$ cat config.mk
export PLATFORM = sky130hd
export DESIGN_NAME = block_container_deframer
export DESIGN_NICKNAME = d
export VERILOG_FILES = /design/src/rtl/bcd_pkg.sv /design/src/rtl/bcd_parse.sv /design/src/rtl/bcd_outq.sv /design/src/rtl/block_container_deframer.sv
export SDC_FILE = /design/constraint.sdc
export NUM_CORES = 2
export LEC_CHECK = 0
export ABC_AREA = 1
export BUFFER_PORTS_ARGS = -buffer_cell sky130_fd_sc_hd__buf_4
export CORE_MARGIN = 2
export CORE_UTILIZATION = 54
export CTS_CLUSTER_SIZE = 30
export DETAILED_ROUTE_END_ITERATION = 10
export GPL_TIMING_DRIVEN = 1
export PLACE_DENSITY = 0.71
export SLEW_MARGIN = 20
export SYNTH_ARGS = -nofsm -noshare
export SYNTH_HDL_FRONTEND = slang
export SYNTH_SLANG_ARGS = --single-unit
export TNS_END_PERCENT = 10
$ cat constraint.sdc
create_clock -name clk -period 4.5 [get_ports clk]
set_input_delay 0.225 -clock clk [delete_from_list [all_inputs] [get_ports clk]]
set_output_delay 0.225 -clock clk [all_outputs]
set_load 0.02 [all_outputs]
$ cat src/rtl/bcd_pkg.sv
package bcd_pkg;

  // digest trailer length in bytes
  localparam int unsigned TRAILER_BYTES = 32;

  // byte counter also walks the four magic bytes, so it never drops below 3 bits
  localparam int unsigned CNT_W =
    ($clog2(TRAILER_BYTES + 1) > 3) ? $clog2(TRAILER_BYTES + 1) : 3;

  // varint shift holds 0..63 plus one step of 7
  localparam int unsigned SHIFT_W = 7;

  localparam int unsigned LEN_W = 64;

  // reset value of the original length cap
  localparam logic [LEN_W-1:0] MAX_OLEN_RST = 64'd1 << 34;

  // result queue depth and pointer width
  localparam int unsigned Q_DEPTH = 4;
  localparam int unsigned Q_AW    = $clog2(Q_DEPTH);

  typedef enum logic [2:0] {
    PH_MAGIC   = 3'd0,
    PH_TAG     = 3'd1,
    PH_FLAGS   = 3'd2,
    PH_ORIG    = 3'd3,
    PH_COMP    = 3'd4,
    PH_PAYLOAD = 3'd5,
    PH_TRAILER = 3'd6
  } phase_t;

  typedef enum logic [2:0] {
    K_DATA   = 3'd0,
    K_HEADER = 3'd1,
    K_DIGEST = 3'd2,
    K_OK     = 3'd3,
    K_ERROR  = 3'd4
  } kind_t;

  typedef enum logic [2:0] {
    E_NONE    = 3'd0,
    E_MAGIC   = 3'd1,
    E_TAG     = 3'd2,
    E_VARINT  = 3'd3,
    E_TRUNC   = 3'd4,
    E_CAP     = 3'd5,
    E_TRAILER = 3'd6
  } err_t;

  // block tags
  localparam logic [7:0] TAG_END   = 8'h00;
  localparam logic [7:0] TAG_BLOCK = 8'h01;

  typedef struct packed {
    kind_t            kind;
    logic [7:0]       value;
    logic [7:0]       flags;
    logic [LEN_W-1:0] olen;
    logic [LEN_W-1:0] plen;
    err_t             err;
    logic             last;
  } result_t;

  // up to two results written into the queue per transaction
  typedef struct packed {
    logic    v0;
    logic    v1;
    result_t r0;
    result_t r1;
  } push_t;

  function automatic logic [7:0] magic_byte(input logic [1:0] idx);
    logic [7:0] b;
    unique case (idx)
      2'd0:    b = 8'h50;
      2'd1:    b = 8'h41;
      2'd2:    b = 8'h53;
      default: b = 8'h31;
    endcase
    return b;
  endfunction

endpackage

$ cat src/rtl/bcd_parse.sv
module bcd_parse (
  input  logic                     clk,
  input  logic                     rst_n,
  input  logic                     in_valid,
  output logic                     in_ready,
  input  logic [7:0]               in_byte,
  input  logic                     in_last,
  input  logic                     cfg_wr_en,
  input  logic [bcd_pkg::LEN_W-1:0] cfg_wr_data,
  input  logic                     room,
  output bcd_pkg::push_t           push
);

  // input register
  logic       s_valid_r;
  logic [7:0] s_byte_r;
  logic       s_last_r;
  logic       fire;

  // parser state
  bcd_pkg::phase_t              phase_r, phase_nxt;
  logic [bcd_pkg::CNT_W-1:0]    cnt_r, cnt_nxt;
  logic [bcd_pkg::LEN_W-1:0]    acc_r, acc_nxt;
  logic [bcd_pkg::SHIFT_W-1:0]  shift_r, shift_nxt;
  logic [7:0]                   flags_r, flags_nxt;
  logic [bcd_pkg::LEN_W-1:0]    olen_r, olen_nxt;
  logic [bcd_pkg::LEN_W-1:0]    rem_r, rem_nxt;
  logic                         err_r, err_nxt;
  logic [bcd_pkg::LEN_W-1:0]    max_olen_r;

  // decode helpers
  logic                         m_v;
  logic                         t_v;
  bcd_pkg::result_t             m_res;
  bcd_pkg::result_t             t_res;
  logic                         do_clear;
  logic                         do_latch;
  logic [bcd_pkg::LEN_W-1:0]    acc_or;
  logic [bcd_pkg::SHIFT_W-1:0]  shift_sum;
  logic [bcd_pkg::LEN_W-1:0]    rem_dec;
  logic [bcd_pkg::CNT_W-1:0]    cnt_inc;

  assign fire     = s_valid_r & room;
  assign in_ready = ~s_valid_r | room;

  // input register
  always_ff @(posedge clk) begin
    if (!rst_n) begin
      s_valid_r <= 1'b0;
    end else if (in_ready) begin
      s_valid_r <= in_valid;
    end
  end

  always_ff @(posedge clk) begin
    if (in_ready && in_valid) begin
      s_byte_r <= in_byte;
      s_last_r <= in_last;
    end
  end

  // length cap register
  always_ff @(posedge clk) begin
    if (!rst_n) begin
      max_olen_r <= bcd_pkg::MAX_OLEN_RST;
    end else if (cfg_wr_en) begin
      max_olen_r <= cfg_wr_data;
    end
  end

  assign acc_or    = acc_r | ({{(bcd_pkg::LEN_W-7){1'b0}}, s_byte_r[6:0]} << shift_r[5:0]);
  assign shift_sum = shift_r + bcd_pkg::SHIFT_W'(7);
  assign rem_dec   = (rem_r != '0) ? (rem_r - bcd_pkg::LEN_W'(1)) : rem_r;
  assign cnt_inc   = cnt_r + bcd_pkg::CNT_W'(1);

  // next state and results for the registered byte
  always_comb begin
    phase_nxt = phase_r;
    cnt_nxt   = cnt_r;
    acc_nxt   = acc_r;
    shift_nxt = shift_r;
    flags_nxt = flags_r;
    olen_nxt  = olen_r;
    rem_nxt   = rem_r;
    err_nxt   = err_r;
    m_v       = 1'b0;
    t_v       = 1'b0;
    m_res     = '0;
    t_res     = '0;
    do_clear  = 1'b0;
    do_latch  = 1'b0;

    if (err_r) begin
      // sticky error: swallow bytes until the final one
      do_clear = s_last_r;
    end else begin
      unique case (phase_r)
        bcd_pkg::PH_MAGIC: begin
          if (s_byte_r != bcd_pkg::magic_byte(cnt_r[1:0]) || s_last_r) begin
            t_v       = 1'b1;
            t_res.err = bcd_pkg::E_MAGIC;
          end else if (cnt_r[1:0] == 2'd3) begin
            cnt_nxt   = '0;
            phase_nxt = bcd_pkg::PH_TAG;
          end else begin
            cnt_nxt = cnt_inc;
          end
        end
        bcd_pkg::PH_TAG: begin
          if (s_byte_r == bcd_pkg::TAG_END) begin
            if (s_last_r) begin
              t_v       = 1'b1;
              t_res.err = bcd_pkg::E_TRAILER;
            end else begin
              cnt_nxt   = '0;
              phase_nxt = bcd_pkg::PH_TRAILER;
            end
          end else if (s_byte_r == bcd_pkg::TAG_BLOCK) begin
            if (s_last_r) begin
              t_v       = 1'b1;
              t_res.err = bcd_pkg::E_TRUNC;
            end else begin
              phase_nxt = bcd_pkg::PH_FLAGS;
            end
          end else begin
            t_v       = 1'b1;
            t_res.err = bcd_pkg::E_TAG;
          end
        end
        bcd_pkg::PH_FLAGS: begin
          if (s_last_r) begin
            t_v       = 1'b1;
            t_res.err = bcd_pkg::E_TRUNC;
          end else begin
            flags_nxt = s_byte_r;
            acc_nxt   = '0;
            shift_nxt = '0;
            phase_nxt = bcd_pkg::PH_ORIG;
          end
        end
        bcd_pkg::PH_ORIG, bcd_pkg::PH_COMP: begin
          acc_nxt = acc_or;
          if (s_byte_r[7]) begin
            // continuation byte
            shift_nxt = shift_sum;
            if (shift_sum >= bcd_pkg::SHIFT_W'(64)) begin
              t_v       = 1'b1;
              t_res.err = bcd_pkg::E_VARINT;
            end else if (s_last_r) begin
              t_v       = 1'b1;
              t_res.err = bcd_pkg::E_TRUNC;
            end
          end else if (phase_r == bcd_pkg::PH_ORIG) begin
            olen_nxt  = acc_or;
            acc_nxt   = '0;
            shift_nxt = '0;
            if (s_last_r) begin
              t_v       = 1'b1;
              t_res.err = bcd_pkg::E_TRUNC;
            end else begin
              phase_nxt = bcd_pkg::PH_COMP;
            end
          end else begin
            // payload length complete
            acc_nxt   = '0;
            shift_nxt = '0;
            if (s_last_r && acc_or != '0) begin
              t_v       = 1'b1;
              t_res.err = bcd_pkg::E_TRUNC;
            end else if (olen_r > max_olen_r) begin
              t_v       = 1'b1;
              t_res.err = bcd_pkg::E_CAP;
            end else begin
              m_v         = 1'b1;
              m_res.kind  = bcd_pkg::K_HEADER;
              m_res.flags = flags_r;
              m_res.olen  = olen_r;
              m_res.plen  = acc_or;
              rem_nxt     = acc_or;
              phase_nxt   = (acc_or != '0) ? bcd_pkg::PH_PAYLOAD : bcd_pkg::PH_TAG;
              if (s_last_r) begin
                t_v       = 1'b1;
                t_res.err = bcd_pkg::E_TRUNC;
              end
            end
          end
        end
        bcd_pkg::PH_PAYLOAD: begin
          m_v         = 1'b1;
          m_res.kind  = bcd_pkg::K_DATA;
          m_res.value = s_byte_r;
          rem_nxt     = rem_dec;
          if (rem_dec == '0) begin
            phase_nxt = bcd_pkg::PH_TAG;
          end
          if (s_last_r) begin
            t_v       = 1'b1;
            t_res.err = bcd_pkg::E_TRUNC;
          end
        end
        bcd_pkg::PH_TRAILER: begin
          if (cnt_r >= bcd_pkg::CNT_W'(bcd_pkg::TRAILER_BYTES)) begin
            t_v       = 1'b1;
            t_res.err = bcd_pkg::E_TRAILER;
          end else begin
            m_v         = 1'b1;
            m_res.kind  = bcd_pkg::K_DIGEST;
            m_res.value = s_byte_r;
            cnt_nxt     = cnt_inc;
            if (s_last_r) begin
              t_v = 1'b1;
              if (cnt_inc == bcd_pkg::CNT_W'(bcd_pkg::TRAILER_BYTES)) begin
                t_res.kind = bcd_pkg::K_OK;
                do_clear   = 1'b1;
              end else begin
                t_res.err = bcd_pkg::E_TRAILER;
              end
            end
          end
        end
        default: begin
          phase_nxt = bcd_pkg::PH_MAGIC;
        end
      endcase

      // an error result restarts on the final byte, otherwise it sticks
      if (t_v && t_res.kind != bcd_pkg::K_OK) begin
        t_res.kind = bcd_pkg::K_ERROR;
        do_clear   = s_last_r;
        do_latch   = ~s_last_r;
      end
    end

    if (do_latch) begin
      err_nxt = 1'b1;
    end
    if (do_clear) begin
      phase_nxt = bcd_pkg::PH_MAGIC;
      cnt_nxt   = '0;
      acc_nxt   = '0;
      shift_nxt = '0;
      flags_nxt = '0;
      olen_nxt  = '0;
      rem_nxt   = '0;
      err_nxt   = 1'b0;
    end
  end

  // pack results for the queue
  always_comb begin
    push         = '0;
    push.v0      = fire & (m_v | t_v);
    push.v1      = fire & m_v & t_v;
    push.r0      = m_v ? m_res : t_res;
    push.r0.last = ~(m_v & t_v);
    push.r1      = t_res;
    push.r1.last = 1'b1;
  end

  // state registers
  always_ff @(posedge clk) begin
    if (!rst_n) begin
      phase_r <= bcd_pkg::PH_MAGIC;
      cnt_r   <= '0;
      acc_r   <= '0;
      shift_r <= '0;
      flags_r <= '0;
      olen_r  <= '0;
      rem_r   <= '0;
      err_r   <= 1'b0;
    end else if (fire) begin
      phase_r <= phase_nxt;
      cnt_r   <= cnt_nxt;
      acc_r   <= acc_nxt;
      shift_r <= shift_nxt;
      flags_r <= flags_nxt;
      olen_r  <= olen_nxt;
      rem_r   <= rem_nxt;
      err_r   <= err_nxt;
    end
  end

  // a latched error swallows everything
  assert property (@(posedge clk) disable iff (!rst_n) err_r |-> !push.v0)
    else $error("result produced while error latched");

  // a second result always closes the run
  assert property (@(posedge clk) disable iff (!rst_n)
    push.v1 |-> (push.v0 && push.r1.last && !push.r0.last))
    else $error("bad run marking on two-result transaction");

  // trailer counter stays within the digest length
  assert property (@(posedge clk) disable iff (!rst_n)
    (phase_r == bcd_pkg::PH_TRAILER) |-> (cnt_r <= bcd_pkg::CNT_W'(bcd_pkg::TRAILER_BYTES)))
    else $error("trailer counter out of range");

endmodule

$ cat src/rtl/bcd_outq.sv
module bcd_outq (
  input  logic             clk,
  input  logic             rst_n,
  input  bcd_pkg::push_t   push,
  output logic             room,
  output logic             out_valid,
  input  logic             out_ready,
  output bcd_pkg::result_t head
);

  bcd_pkg::result_t          q_r [bcd_pkg::Q_DEPTH];
  logic [bcd_pkg::Q_AW-1:0]  wptr_r, wptr_nxt;
  logic [bcd_pkg::Q_AW-1:0]  rptr_r;
  logic [bcd_pkg::Q_AW:0]    cnt_r, cnt_nxt;
  logic [bcd_pkg::Q_AW-1:0]  wptr_p1;
  logic [1:0]                push_n;
  logic                      pop;

  assign pop       = out_valid & out_ready;
  assign out_valid = (cnt_r != '0);
  assign head      = q_r[rptr_r];
  assign room      = (cnt_r <= (bcd_pkg::Q_AW+1)'(bcd_pkg::Q_DEPTH - 2));
  assign wptr_p1   = wptr_r + bcd_pkg::Q_AW'(1);
  assign push_n    = {1'b0, push.v0} + {1'b0, push.v1};
  assign wptr_nxt  = wptr_r + bcd_pkg::Q_AW'(push_n);
  assign cnt_nxt   = cnt_r + (bcd_pkg::Q_AW+1)'(push_n) - (bcd_pkg::Q_AW+1)'(pop);

  // pointers and fill level
  always_ff @(posedge clk) begin
    if (!rst_n) begin
      wptr_r <= '0;
      rptr_r <= '0;
      cnt_r  <= '0;
    end else begin
      wptr_r <= wptr_nxt;
      cnt_r  <= cnt_nxt;
      if (pop) begin
        rptr_r <= rptr_r + bcd_pkg::Q_AW'(1);
      end
    end
  end

  // result storage
  always_ff @(posedge clk) begin
    if (push.v0) begin
      q_r[wptr_r] <= push.r0;
    end
    if (push.v1) begin
      q_r[wptr_p1] <= push.r1;
    end
  end

  assert property (@(posedge clk) disable iff (!rst_n)
    cnt_r <= (bcd_pkg::Q_AW+1)'(bcd_pkg::Q_DEPTH))
    else $error("result queue overfilled");

  // a push needs two free entries
  assert property (@(posedge clk) disable iff (!rst_n)
    push.v0 |-> (cnt_r <= (bcd_pkg::Q_AW+1)'(bcd_pkg::Q_DEPTH - 2)))
    else $error("push without room");

  assert property (@(posedge clk) disable iff (!rst_n) push.v1 |-> push.v0)
    else $error("second result without first");

endmodule

$ cat src/rtl/block_container_deframer.sv
// channel | dir | tdata (low bit up)                                  | tuser | tlast
// in_     | in  | byte_in[7:0]                                        | -     | last_byte
// out_    | out | value, block_flags, original_length, payload_length, | kind  | last_of_run
//         |     | error_code, 5 zero bits                             |       |
// cfg_    | in  | cfg_wr_data = max_original_length, written on cfg_wr_en
//
// one byte per cycle sustained while the result queue has room
// an input register feeds the parser, whose results land in a four-entry result queue
// a byte causing two results writes both into the queue together; in_tready drops while a byte
// waits in the input register and the queue has fewer than two free entries
// reset is synchronous, active low, and clears all control state
module block_container_deframer (
  input  logic                      clk,
  input  logic                      rst_n,
  input  logic                      in_tvalid,
  output logic                      in_tready,
  input  logic [7:0]                in_tdata,   // byte_in[7:0]
  input  logic                      in_tlast,
  input  logic                      cfg_wr_en,
  input  logic [bcd_pkg::LEN_W-1:0] cfg_wr_data,
  output logic                      out_tvalid,
  input  logic                      out_tready,
  // value[7:0], block_flags[15:8], original_length[79:16], payload_length[143:80],
  // error_code[146:144], zero fill[151:147]
  output logic [151:0]              out_tdata,
  output logic [2:0]                out_tuser,  // kind[2:0]
  output logic                      out_tlast
);

  bcd_pkg::push_t   push;
  bcd_pkg::result_t head;
  logic             room;

  bcd_parse u_parse (
    .clk         (clk),
    .rst_n       (rst_n),
    .in_valid    (in_tvalid),
    .in_ready    (in_tready),
    .in_byte     (in_tdata),
    .in_last     (in_tlast),
    .cfg_wr_en   (cfg_wr_en),
    .cfg_wr_data (cfg_wr_data),
    .room        (room),
    .push        (push)
  );

  bcd_outq u_outq (
    .clk       (clk),
    .rst_n     (rst_n),
    .push      (push),
    .room      (room),
    .out_valid (out_tvalid),
    .out_ready (out_tready),
    .head      (head)
  );

  // pack head result onto the stream
  assign out_tdata = {5'b0, head.err, head.plen, head.olen, head.flags, head.value};
  assign out_tuser = head.kind;
  assign out_tlast = head.last;

endmodule

==> run_results.csv <==
group,metric,value,unit
clocking,tritoncts,"built",
critical_path,cp-start-kind,"register",
synthesis,synth_area,52600,sq um
placed_design,portBuffers,230,
synthesis,synthTopCellsByArea,"dfxtp_1 (33%), nand2_1 (15%), inv_1 (9.2%)",
critical_path,slowest_delay,0.70,ns
global_routing,grt_pass1_vias,49700,
synthesis,ys.flop_type,"dfxtp_1",
floorplan,fp.dieH,316,um
sta,finalHoldViolCount,0,
clocking,insertion_delay,0.72,ns
sta,setup_viol,0,
detailed_routing,post_drt_wl_per_cell,18.7,um
critical_path,critPathKind,"reg -> reg",
clocking,cts_htree_levels,3,
clocking,clkSlewWorstSetupHoldPaths,0.07,ns
synthesis,synth_edf_count,33,
power,power_switching,17.6,mW
floorplan,rows,114,
floorplan,initial_core_util,54.5,%
cells_and_area,nNetsFinal,8662,
detailed_routing,routed_wirelength,185000,um
power,clockPowerShare,21.4,%
critical_path,path_cells,"inv_2 -> nand4_1 -> nand2_1 -> clkinv_1 -> nand3_1 -> nor2_1 -> nand2_1 -> nor2_1 -> nand2_1 -> nand2_1 -> nand2_1 -> nand2_2 -> nand3_1 -> nor2_1 -> ha_1 -> inv_1 -> ha_1 -> inv_1 -> fa_1 -> o21ai_0 -> a21oi_1",
sta,worstMarginPinSlew,1.12,ns
sta,finClkSkew,0.0304,ns
clocking,cts_buffers,101,
critical_path,worst-path-buf-inv,4,
detailed_routing,dr_total_vias,54600,
placed_design,place_congestion,1.08,
synthesis,synth_top_area_cell,"dfxtp_1",
clocking,root_buffer,"clkbuf_16",
placed_design,hpwl,120000,um
synthesis,ys_ff_latch,904,
job,maxCapViolations,0,
synthesis,seq_area_frac_synth,35.0,%
placed_design,placed_cells,9596,
sta,post-route-period-util,94.5,%
worst_hold_path,hold_class,"in -> reg",
synthesis,async_flop_share,0,%
sta,fin_crit,4.25,ns
critical_path,crit_fanout,19,
floorplan,chipWidth,316,um
critical_path,end_kind,"register",
detailed_routing,ant_nets,0,
synthesis,netlist.area_leader.share,33.2,%
floorplan,coreArea,96600,sq um
global_routing,grt_max_degree,228,
floorplan,io_pins,236,
global_routing,track_usage,35.9,%
power,peakVddDrop,0.459,mV
cells_and_area,n_fill_cell,9173,
sta,slew_violations,0,
global_routing,grt_pass1_wl,284000,um
synthesis,yosysUniqueCellTypes,51,
critical_path,path_delay_family,"simple AND/OR/NAND/NOR gates",
power,swShare,44.6,%
cells_and_area,drive_above_1_share,9.54,%
floorplan,fp.dieArea,99900,sq um
sta,relSlewSlack,25.1,%
clocking,ctsLongestPathBuffers,3,
power,p_per_area,665,nW/um^2
critical_path,cp_common_cell,"nand2_1",
sta,setup_tns,0,ns
sta,rsz0062_at_grt,"no",
cells_and_area,instances_no_fill,9862,
global_routing,antenna_found_initial,3,
detailed_routing,viasPerCell,5.53,
power,p_int,21.9,mW
power,p_seq_share,30.5,%
detailed_routing,drt_iter0_markers,6619,
detailed_routing,drc,0,
critical_path,cp.arrival,4.84,ns
run_status,status,"finished, final reports clean",
critical_path,crit_slowest_cell,"dfxtp_1",
critical_path,worst-endpoint-required,5.08,ns
cells_and_area,syn_to_final_growth,13.0,%
synthesis,ys_warn_count,0,
global_routing,overflow,0,
detailed_routing,dr.pass1.iters,6,
power,p_comb_share,48.1,%
sta,fmax,0.235,GHz
clocking,clock-sinks,904,
synthesis,syn_inst,8508,
synthesis,syn_area_per_cell,6.18,sq um
power,power.leakage,34.9,nW
==> through the flow <==
step | hold slack [ns] | util [%] | instance area [sq um] | worst slack [ns] | power, mW
6_report | 0.0589 | 61.5 | 59400 | 0.246 | 39.5
5_1_grt | 0.0691 | 61.5 | 59400 | 0.000944 | 42.3
4_1_cts | 0.0240 | 61.5 | 59300 | 0.0400 | 39.3
3_5_place_dp | 0.429 | 57.2 | 55200 | 0.126 | 30.8
3_3_place_gp | 0.428 | 57.2 | 55200 | 0.119 | 30.5
2_1_floorplan | 0.324 | - | 52600 | 0.988 | 25.2
==> metal layers <==
metal  part of all wire (%)  global-route usage, %  vias up
li1                       -                      -    26700
met1                     42                   48.8    24900
met2                     45                   56.6     2465
met3                    8.9                   5.59      438
met4                    4.2                   15.5        2
met5                  0.012                      0        -
==> layout by cell type, fill, tap and decap left out, types with 104 or more instances in the layout <==
master | netlist | final
a21oi_1 | 701 | 701
buf_4 | 24 | 368
clkbuf_16 | 0 | 104
dfxtp_1 | 871 | 870
inv_1 | 1283 | 1280
inv_2 | 160 | 161
nand2_1 | 2164 | 2160
nand3_1 | 174 | 172
nand4_1 | 701 | 701
nor2_1 | 1129 | 1121
o21ai_0 | 314 | 314
==> flip-flops by register name (all words and copies together), names as in the netlist, named ones only <==
signal and cells:
u_parse.rem_r 64, u_parse.s_valid_r 1, u_parse.max_olen_r 64, u_outq.cnt_r 3, u_outq.rptr_r 2, u_outq.wptr_r 2, u_parse.flags_r 8, u_parse.err_r 1
u_parse.s_byte_r 8, u_parse.shift_r 7, u_parse.cnt_r 6, u_parse.phase_r 3, u_parse.s_last_r 1, u_outq.q_r 604, u_parse.acc_r 64, u_parse.olen_r 64
==> worst reg2reg max path: cells and delay by family, from the launching register on <==
kind,cells,cell delay [ns]
AOI/OAI and AO/OA,2,0.23
adders and majority gates,3,0.94
buffers and inverters,4,0.60
DFF,1,0.70
and+or+nand+nor,12,1.67
==> worst paths after layout <==
kind                                            to  cells past startpoint  slack [ns]                from
worst min register to register    u_outq.q_r[1][0]                      2        0.46    u_outq.q_r[1][0]
worst max-delay path               u_outq.cnt_r[2]                     21        0.25  u_parse.shift_r[5]
worst max register to register     u_outq.cnt_r[2]                     21        0.25  u_parse.shift_r[5]
worst min-delay path            u_parse.phase_r[2]                      3        0.06               rst_n
==> kinds of logic after synthesis <==
logic type / after synthesis / synth area share, %
xor gates and xnor gates: 28 / 0.466
other: 1 / 0.00713
DFF: 904 / 35.0
AOI/OAI and AO/OA: 1130 / 11.3
buffers and inverters: 2066 / 16.1
adders and majority gates: 78 / 1.87
and+or+nand+nor: 4301 / 35.2
==> synthesized netlist by cell type, drive strengths merged (2+ instances only) <==
cell type     n
nand3b       16
o21ai       323
dfxtp       871
edfxtp       33
inv        1444
a221oi        2
o22ai         8
xor2         20
xnor2         8
o21bai        4
nand2      2173
o21a          4
nand3       187
nor3         67
clkbuf      321
nor2       1134
buf         294
and2          4
a21oi       712
ha           77
clkinv        7
nand4       701
nor4          5
or2          12
nor3b         2
a21o          7
o211ai       65
==> cell type report <==
type                            count  area (sq um)  share of cell area [%]
Antenna cell                        3          7.51                  0.0126
Clock buffer                      151          2990                    5.03
Clock inverter                     29           354                   0.596
Inverter                         1451          5470                    9.20
Multi-Input combinational cell   5542         25800                    43.5
Sequential cell                   904         18400                    31.0
Tap cell                         1276          1600                    2.69
Timing Repair Buffer              506          4740                    7.97
==> repair_timing <==
action | CTS | global route
hold buffers | 78 | 0
buffers inserted | 0 | 5
endpoints found under the hold margin | 78 | 0
resized for setup | 0 | 5
setup endpoints to repair | 0 | 252
==> power by group through the flow <==
stage	Sequential (mW)	Clock [mW]	Combinational (mW)
global placement	12.1	0	18.4
CTS	12.0	8.51	18.8
finish	12.1	8.46	19.0
floorplan	11.8	0	13.4
global route	12.3	8.84	21.1
detailed placement	12.2	0	18.6
Note: power is estimated with default switching activity, not from simulation.
